$ cat config.mk
export PLATFORM = sky130hd
export DESIGN_NAME = llsh_ctrl
export DESIGN_NICKNAME = d
export VERILOG_FILES = /design/src/llsh_pkg.sv /design/src/llsh_ctrl.sv
export SDC_FILE = /design/constraint.sdc
export NUM_CORES = 1
export LEC_CHECK = 0
export BUFFER_PORTS_ARGS = -buffer_cell sky130_fd_sc_hd__buf_2
export CAP_MARGIN = 20
export CORE_ASPECT_RATIO = 1.75
export CORE_UTILIZATION = 47
export DETAILED_ROUTE_END_ITERATION = 8
export GPL_TIMING_DRIVEN = 1
export PLACE_DENSITY = 0.79
export SYNTH_ARGS = -nofsm -noshare
export SYNTH_HDL_FRONTEND = slang
export SYNTH_SLANG_ARGS = --single-unit
$ cat constraint.sdc
create_clock -name clk -period 19.3 [get_ports clk]
set_clock_uncertainty 0.05 [all_clocks]
set_input_delay 0.965 -clock clk [delete_from_list [all_inputs] [get_ports clk]]
set_output_delay 0.965 -clock clk [all_outputs]
set_load 0.1 [all_outputs]
$ cat src/llsh_pkg.sv
// Shared types and constants of the server heap unit.
package llsh_pkg;
	localparam int CAPACITY_DEF = 64;
	localparam int CNT_W_DEF = $clog2(CAPACITY_DEF + 1);

	typedef enum logic [2:0] {
		ACT_INSERT     = 3'd0,
		ACT_POP        = 3'd1,
		ACT_PEEK       = 3'd2,
		ACT_UPDATE     = 3'd3,
		ACT_DISCONNECT = 3'd4
	} action_t;

	typedef enum logic [1:0] {
		ST_OK        = 2'd0,
		ST_EMPTY     = 2'd1,
		ST_NOT_FOUND = 2'd2,
		ST_FULL      = 2'd3
	} status_t;

	typedef struct packed {
		logic [31:0] addr;
		logic [15:0] port;
		logic [15:0] load;
		logic [15:0] tmo;
		logic [31:0] seen;
	} ent_t;

	localparam int ENT_W = $bits(ent_t);

	typedef struct packed {
		logic [2:0] action;
		ent_t       ent;
	} req_t;

	typedef struct packed {
		status_t status;
		ent_t    ent;
	} res_t;
endpackage

$ cat src/llsh_ctrl.sv
// Heap sequencer: key scan, sift-up, sift-down and removal over the slot memory.
module llsh_ctrl #(
	parameter int CAPACITY = llsh_pkg::CAPACITY_DEF,
	parameter int AW = $clog2(CAPACITY),
	parameter int CW = $clog2(CAPACITY + 1)
) (
	input  logic               clk,
	input  logic               arst_n,
	input  logic               start,
	input  llsh_pkg::req_t     req,
	input  logic [15:0]        grace,
	input  logic               out_free,
	output logic               idle,
	output logic               done,
	output llsh_pkg::res_t     res,
	output logic [CW-1:0]      count,
	output logic               mem_we,
	output logic [AW-1:0]      mem_waddr,
	output llsh_pkg::ent_t     mem_wdata,
	output logic [AW-1:0]      mem_raddr,
	input  llsh_pkg::ent_t     mem_rdata
);
	import llsh_pkg::*;

	typedef enum logic [13:0] {
		S_IDLE   = 14'b00000000000001,
		S_SCAN   = 14'b00000000000010,
		S_POP    = 14'b00000000000100,
		S_PK_RD  = 14'b00000000001000,
		S_PK_CHK = 14'b00000000010000,
		S_RM     = 14'b00000000100000,
		S_RM_LD  = 14'b00000001000000,
		S_DN_L   = 14'b00000010000000,
		S_DN_R   = 14'b00000100000000,
		S_DN_CMP = 14'b00001000000000,
		S_UP_RD  = 14'b00010000000000,
		S_UP_CMP = 14'b00100000000000,
		S_REINS  = 14'b01000000000000,
		S_DONE   = 14'b10000000000000
	} state_t;

	state_t        state_q;
	action_t       op_q;
	ent_t          new_q;
	ent_t          mov_q;
	ent_t          child_q;
	res_t          res_q;
	logic [CW-1:0] cnt_q;
	logic [CW-1:0] scan_q;
	logic [AW-1:0] pos_q;
	logic [AW-1:0] cidx_q;
	logic [AW-1:0] chk_idx_s1;
	logic          chk_vld_s1;
	logic          moved_q;
	logic          reins_q;
	logic          rsel_q;

	logic [CW:0]   lc_w;
	logic [CW:0]   rc_w;
	logic          has_l;
	logic          has_r;
	logic [AW-1:0] parent;
	logic [AW-1:0] last;
	logic          right_wins;
	ent_t          best;
	logic [AW-1:0] best_idx;
	logic          up_swap;
	logic          dn_swap;
	logic [32:0]   idle_diff;
	logic [16:0]   limit;
	logic          expire;
	logic          hit;
	ent_t          refreshed;
	state_t        fin;

	assign lc_w = (CW + 1)'({pos_q, 1'b1});
	assign rc_w = lc_w + 1'b1;
	assign has_l = lc_w < {1'b0, cnt_q};
	assign has_r = rc_w < {1'b0, cnt_q};
	assign parent = (pos_q - 1'b1) >> 1;
	assign last = AW'(cnt_q - 1'b1);
	assign right_wins = rsel_q && (mem_rdata.load < child_q.load);
	assign best = right_wins ? mem_rdata : child_q;
	assign best_idx = right_wins ? cidx_q + 1'b1 : cidx_q;
	assign up_swap = mov_q.load < mem_rdata.load;
	assign dn_swap = best.load < mov_q.load;
	// Idle time is signed: a last-seen time ahead of now never expires.
	assign idle_diff = {1'b0, new_q.seen} - {1'b0, mem_rdata.seen};
	assign limit = {1'b0, mem_rdata.tmo} + {1'b0, grace};
	assign expire = !idle_diff[32] && (idle_diff[31:0] > 32'(limit));
	assign hit = chk_vld_s1 && (mem_rdata.addr == new_q.addr)
		&& (mem_rdata.port == new_q.port);

	always_comb begin
		refreshed = mem_rdata;
		refreshed.seen = new_q.seen;
	end

	// Where a removal or sift ends depends on the action under way.
	always_comb begin
		if (op_q == ACT_PEEK) begin
			fin = S_PK_RD;
		end else if (reins_q) begin
			fin = S_REINS;
		end else begin
			fin = S_DONE;
		end
	end

	always_comb begin
		mem_we = 1'b0;
		mem_waddr = pos_q;
		mem_wdata = mov_q;
		mem_raddr = '0;
		unique case (state_q)
			S_SCAN: begin
				mem_raddr = AW'(scan_q);
				if (hit && op_q == ACT_UPDATE && mem_rdata.load == new_q.load) begin
					mem_we = 1'b1;
					mem_waddr = chk_idx_s1;
					mem_wdata = refreshed;
				end
			end
			S_RM: mem_raddr = last;
			S_DN_L: begin
				mem_raddr = AW'(lc_w);
				mem_we = !has_l && moved_q;
			end
			S_DN_R: mem_raddr = AW'(rc_w);
			S_DN_CMP: begin
				mem_we = dn_swap || moved_q;
				mem_wdata = dn_swap ? best : mov_q;
			end
			S_UP_RD: begin
				mem_raddr = parent;
				mem_we = (pos_q == '0);
			end
			S_UP_CMP: begin
				mem_we = 1'b1;
				mem_wdata = up_swap ? mem_rdata : mov_q;
			end
			default: mem_raddr = '0;
		endcase
	end

	always_ff @(posedge clk or negedge arst_n) begin
		if (!arst_n) begin
			state_q <= S_IDLE;
			cnt_q <= '0;
			reins_q <= 1'b0;
			moved_q <= 1'b0;
			chk_vld_s1 <= 1'b0;
		end else begin
			unique case (state_q)
				S_IDLE: begin
					if (start) begin
						op_q <= action_t'(req.action);
						new_q <= req.ent;
						reins_q <= 1'b0;
						case (req.action)
							ACT_INSERT: begin
								if (cnt_q == CW'(CAPACITY)) begin
									res_q <= '{status: ST_FULL, ent: '0};
									state_q <= S_DONE;
								end else begin
									res_q <= '{status: ST_OK, ent: req.ent};
									pos_q <= AW'(cnt_q);
									cnt_q <= cnt_q + 1'b1;
									mov_q <= req.ent;
									state_q <= S_UP_RD;
								end
							end
							ACT_POP: begin
								if (cnt_q == '0) begin
									res_q <= '{status: ST_EMPTY, ent: '0};
									state_q <= S_DONE;
								end else begin
									state_q <= S_POP;
								end
							end
							ACT_PEEK: state_q <= S_PK_RD;
							ACT_UPDATE, ACT_DISCONNECT: begin
								scan_q <= '0;
								chk_vld_s1 <= 1'b0;
								state_q <= S_SCAN;
							end
							default: begin
								res_q <= '{status: ST_OK, ent: '0};
								state_q <= S_DONE;
							end
						endcase
					end
				end
				S_SCAN: begin
					if (hit) begin
						chk_vld_s1 <= 1'b0;
						pos_q <= chk_idx_s1;
						if (op_q == ACT_DISCONNECT) begin
							res_q <= '{status: ST_OK, ent: mem_rdata};
							state_q <= S_RM;
						end else if (mem_rdata.load == new_q.load) begin
							res_q <= '{status: ST_OK, ent: refreshed};
							state_q <= S_DONE;
						end else begin
							new_q.tmo <= mem_rdata.tmo;
							reins_q <= 1'b1;
							state_q <= S_RM;
						end
					end else if (scan_q < cnt_q) begin
						chk_vld_s1 <= 1'b1;
						chk_idx_s1 <= AW'(scan_q);
						scan_q <= scan_q + 1'b1;
					end else begin
						chk_vld_s1 <= 1'b0;
						res_q <= '{status: ST_NOT_FOUND, ent: '0};
						state_q <= S_DONE;
					end
				end
				S_POP: begin
					res_q <= '{status: ST_OK, ent: mem_rdata};
					pos_q <= '0;
					state_q <= S_RM;
				end
				S_PK_RD: begin
					if (cnt_q == '0) begin
						res_q <= '{status: ST_EMPTY, ent: '0};
						state_q <= S_DONE;
					end else begin
						state_q <= S_PK_CHK;
					end
				end
				S_PK_CHK: begin
					if (expire) begin
						pos_q <= '0;
						state_q <= S_RM;
					end else begin
						res_q <= '{status: ST_OK, ent: mem_rdata};
						state_q <= S_DONE;
					end
				end
				S_RM: begin
					cnt_q <= cnt_q - 1'b1;
					moved_q <= 1'b0;
					// Removing the last slot needs no fill from the end.
					state_q <= (pos_q == last) ? fin : S_RM_LD;
				end
				S_RM_LD: begin
					mov_q <= mem_rdata;
					state_q <= S_DN_L;
				end
				S_DN_L: begin
					if (has_l) begin
						cidx_q <= AW'(lc_w);
						state_q <= S_DN_R;
					end else begin
						state_q <= moved_q ? fin : S_UP_RD;
					end
				end
				S_DN_R: begin
					child_q <= mem_rdata;
					rsel_q <= has_r;
					state_q <= S_DN_CMP;
				end
				S_DN_CMP: begin
					if (dn_swap) begin
						pos_q <= best_idx;
						moved_q <= 1'b1;
						state_q <= S_DN_L;
					end else begin
						// An entry that did not sink may still have to rise.
						state_q <= moved_q ? fin : S_UP_RD;
					end
				end
				S_UP_RD: state_q <= (pos_q == '0) ? fin : S_UP_CMP;
				S_UP_CMP: begin
					if (up_swap) begin
						pos_q <= parent;
						state_q <= S_UP_RD;
					end else begin
						state_q <= fin;
					end
				end
				S_REINS: begin
					res_q <= '{status: ST_OK, ent: new_q};
					pos_q <= AW'(cnt_q);
					cnt_q <= cnt_q + 1'b1;
					mov_q <= new_q;
					reins_q <= 1'b0;
					state_q <= S_UP_RD;
				end
				S_DONE: begin
					if (out_free) begin
						state_q <= S_IDLE;
					end
				end
				default: state_q <= S_IDLE;
			endcase
		end
	end

	assign idle = (state_q == S_IDLE);
	assign done = (state_q == S_DONE) && out_free;
	assign res = res_q;
	assign count = cnt_q;
endmodule

After elaboration in Yosys (flattened, before gate mapping)
Cells that the tools add are included.
- register bits: 502
- input bits: 247
- logic and storage cells: 207
- bitwise gates (word level): 1
- equal/unequal tests: 43
- add/sub/neg operators: 8
- $lt $le $gt $ge: 7
- muxes and demuxes: 79
- reduce and logical (&&, ||, !) cells: 37
- operators by type and width (kind ; number):
    $mux 114 ; 8
    $mux 112 ; 7
    $pmux 114 s6 ; 1
    $pmux 112 s3 ; 2
    $pmux 114 s3 ; 1
    $mux 14 ; 18
    $pmux 14 s14 ; 1
    $mux 6 ; 10
    $pmux 14 s4 ; 1
    $mux 7 ; 7
    $lt 16x16->1 ; 3
    $mux 16 ; 3
    $mux 48 ; 1
    $pmux 6 s7 ; 1
    $sub 32x32->33 ; 1
    $eq 16x16->1 ; 2
    $eq 32x32->1 ; 1
    $gt 32x17->1 ; 1
    $pmux 16 s2 ; 1
    $pmux 6 s5 ; 1
    $ne 2x2->1 const B ; 13
    $pmux 7 s3 ; 1
    $add 16x16->17 ; 1
    $add 7x1->7 const B ; 2
    other kinds (53) ; 87

Depth between registers and ports, before layout
- depth in word-level cells: 7
- depth in mapped cells: 25

Least setup slack after synthesis
OpenSTA, ideal clock, no wires.
- kind: input port to flip-flop
- start point: input grace[0]
- end point: register res_q, in the netlist res[0] (enable)
- required time: 18384 ps
- path slack: 2482 ps
- library setup time: 866 ps
- data arrival time: 15902 ps
- cell stages on the path: 25
- path through: ha_1 > inv_1 > fa_1 > nor2b_1 > o21ai_0 > a21oi_1 > o21a_1 > o311a_1 > o31a_1 > o21ai_0 > nand2b_1 > nand3_1 > nand2_1 > xnor2_1 > ha_1 > nand4_1 > or4_1 > o21ai_0 > a21oi_1 > nor3_1 > o2111ai_1 > or4_1 > o41ai_2 > nor4b_1 > nor4_1
- word-level cells in the longest chain between the ends: 5
- ends and longest elaborated chain (item ; line ; RTL):
    from (decl) ; llsh_ctrl.sv:11 ; input logic [15:0] grace,
    $add 16x16->17 ; llsh_ctrl.sv:89 ; assign limit = {1'b0, mem_rdata.tmo} + {1'b0, grace};
    $gt 32x17->1 ; llsh_ctrl.sv:90 ; assign expire = !idle_diff[32] && (idle_diff[31:0] > 32'(limit));
    $logic_and 1x1->1 ; llsh_ctrl.sv:90 ;
    $ne 2x2->1 (no source line) ; n/a ;
    $reduce_and 7->1 (no source line) ; n/a ;
    to (signal assigned) ; llsh_ctrl.sv:163 ; res_q <= '{status: ST_FULL, ent: '0};
    to (signal assigned) ; llsh_ctrl.sv:166 ; res_q <= '{status: ST_OK, ent: req.ent};
    to (signal assigned) ; llsh_ctrl.sv:175 ; res_q <= '{status: ST_EMPTY, ent: '0};
    to (decl) ; llsh_ctrl.sv:47 ; res_t res_q;
Every way passes these cells.
A chain may end at the register's enable or synchronous reset.

==> flow_summary.yaml <==
status:
  outcome: "finished clean"
yosys:
  syn_area_um2: 28600
  syn_avg_cell_area_um2: 10.29
  synth-warning-count: 0
  ys_ff_latch: 502
  synth_edf_count: 478
  synth_top_area_share: 0.5019
  yosysMostFrequentCell: "nand2_1"
  yosysSeqAreaShare: 0.5229
  syn-num-nets: 3164
  syn_inst: 2779
  synth_area_leaders: "edfxtp_1 50%, nand2_1 6.4%, ha_1 5.9%"
  synth_common_cells: "486 x nand2_1, 478 x edfxtp_1, 225 x a22oi_1"
  synth_top_flop_cell: "edfxtp_1"
  yosysTopAreaCell: "edfxtp_1"
  synth.distinct_cells: 82
  async_reset_ff_frac: 0.04781
routing:
  avgRoutedWirePerCell_um: 24.99
  drt_wl_total_um: 101200
  antenna_left: 0
  drt-met1-wl_um: 34230
  drc: 0
  dr_wl_met3_um: 10030
  topRoutingLayerUsed: "met5"
  drtIter0Drc: 2551
  dr.pass1.iters: 6
  vias_per_cell: 6.317
  vias: 25570
  wl_met2_um: 49330
clock_network:
  cts_setup_buffers: 0
  clock-sinks: 502
  clkTransAtPathRegs_ns: 0.07
  cts_root_buffer: "clkbuf_16"
  cts_tree: "done"
  clockBufferDepth: 3
  cts_resized: 0
  numCtsBuffers: 48
  cts_hold_buffers: 0
  insertion_delay_ns: 0.63
  cts_htree_levels: 2
floorplanning:
  die_x_um: 188.5
  dieArea_um2: 61880
  start_util: 0.4755
  core_um2: 60150
  ioPinCount: 495
  die_h_um: 328.3
  rows: 119
timing:
  hold_violations: 0
  setup_ws_ns: 11.25
  slew_violations: 0
  fmax_mhz: 124.2
  fin_hold_ws_ns: 0.3189
  worst_slew_pin_slew_ns: 1.169
  fin_crit_ns: 8.051
  setup_viol: 0
  slew_headroom: 0.2205
  finalSetupTns_ns: 0
  min_period_over_period: 0.4171
  grt_setup_unrepaired: "false"
critical_path:
  cp_data_required_time_ns: 18.28
  crit_path_max_fanout: 66
  cpMostUsedCell: "nand2_1"
  crit_arrival_ns: 7.04
  startpoint_type: "input pin"
  rrSetupSlack_ns: 12.29
  critical_path.max_stage_delay_ns: 0.78
  crit_type: "in2out"
  end_kind: "output pin"
  critPathSlowestCell: "buf_4"
  path_cells: "buf_2 -> ha_1 -> a21oi_1 -> nand2_1 -> a211o_1 -> o21ai_0 -> nand2_1 -> o21ai_0 -> ha_1 -> a211oi_1 -> nand2_1 -> or4_1 -> a311oi_1 -> o21ai_1 -> nor2_4 -> buf_4 -> a22oi_1 -> o21ai_1 -> buf_2"
placement:
  dp.cells: 3944
  dpl.hpwl_um: 70390
  place.gp.congestion: 0.9713
  dp_slack_ns: 11.34
  port-buffer-count: 494
grt:
  grt_overflow: 0
  grt_max_degree: 130
  first_global_vias: 24950
  grt_pass1_wl_um: 148800
  grt_use_total: 0.3166
  antenna_found_initial: 19
finish:
  drive_above_1_share: 0.1991
  fin_util: 0.5565
  layout.nets: 3593
  fin_cells: 4048
  n_fill_cell: 5267
  area_growth_pct: 17.03
power:
  p_leak_nw: 13.58
  power_density_nw_per_um2: 109.6
  peakVddDrop_uv: 92.76
flow_run:
  cap_violations: 0
min_path:
  min_path_type: "in2async"
==> through the flow <==
step	instance area [um2]	total power, W
final	33470	0.003669
after detailed placement	31850	0.002685
after floorplan	28600	0.002368
after global placement	31850	0.002672
after CTS	33430	0.003666
after global routing	33460	0.003782
==> where the power goes <==
group	total, W	internal, W	leakage [nW]	switching, W
combinational	0.00124	0.000294	8.14	0.000943
clock	0.000989	0.000551	0.757	0.000438
sequential	0.00144	0.00134	4.68	0.0000996
total	0.00367	0.00219	13.6	0.00148
==> critical path, delay by kind of cell <==
kind / cells / cell delay [ns]
fa+ha+maj: 2 / 0.63
compound gates: 9 / 2.34
buf+inv: 3 / 1.37
simple gates: 5 / 1.61
==> cell families after synthesis <==
group	Yosys count	share of synthesized area
fa+ha+maj	138	0.06090
buf+inv	341	0.04589
simple gates	946	0.1514
flops	502	0.5229
compound gates	720	0.1777
xor+xnor	121	0.03705
mux	11	0.004244
==> sequential cells by signal, summed over array words and instances, names as in the netlist, 7 cells and up <==
register  cells
state_q      14
res         114
child_q     112
scan_q        7
mov_q       112
new_q       112
count         7
==> worst paths after layout <==
check	startpoint	endpoint	cells after the start
setup / recovery	mem_rdata[54]	mem_wdata[80]	19
hold / removal	arst_n	count[6]	2
setup reg to reg	new_q[0]	res[93]	22
hold reg to reg	reins_q	reins_q	2
max in group asynchronous	arst_n	state_q[0]	2
min in group clk	req[96]	new_q[96]	1
==> layout by cell type, fill, tap and decap left out, types with 34 or more instances in the layout <==
cell type | synthesis | final
xnor2_1 | 80 | 80
nor2_1 | 75 | 71
xor2_1 | 41 | 41
edfxtp_1 | 478 | 478
buf_4 | 0 | 34
nand3_1 | 189 | 189
o21ai_0 | 100 | 100
nand2b_1 | 41 | 41
a21oi_1 | 85 | 85
a221o_1 | 34 | 34
inv_1 | 190 | 190
ha_1 | 136 | 136
o21ai_1 | 56 | 53
a22oi_1 | 225 | 225
buf_2 | 26 | 494
clkbuf_16 | 0 | 50
nand2_1 | 486 | 485
==> final cells by class <==
type | count | area (um2) | share of cell area
multi-input combinational | 1936 | 12450 | 0.3719
antenna | 17 | 42.54 | 0.001271
timing repair buffer | 529 | 2748 | 0.08209
clock buffer | 65 | 1328 | 0.03966
tap | 786 | 983.4 | 0.02938
sequential | 502 | 14960 | 0.4468
clock inverter | 22 | 251.5 | 0.007513
inverter | 191 | 716.9 | 0.02142
==> metal layers <==
metal / global-route usage / up-vias
li1: - / 11260
met1: 0.3582 / 12000
met2: 0.5389 / 1865
met3: 0.06028 / 442
met4: 0.2169 / 6
met5: 0 / -
(Power assumes the default switching activity.)
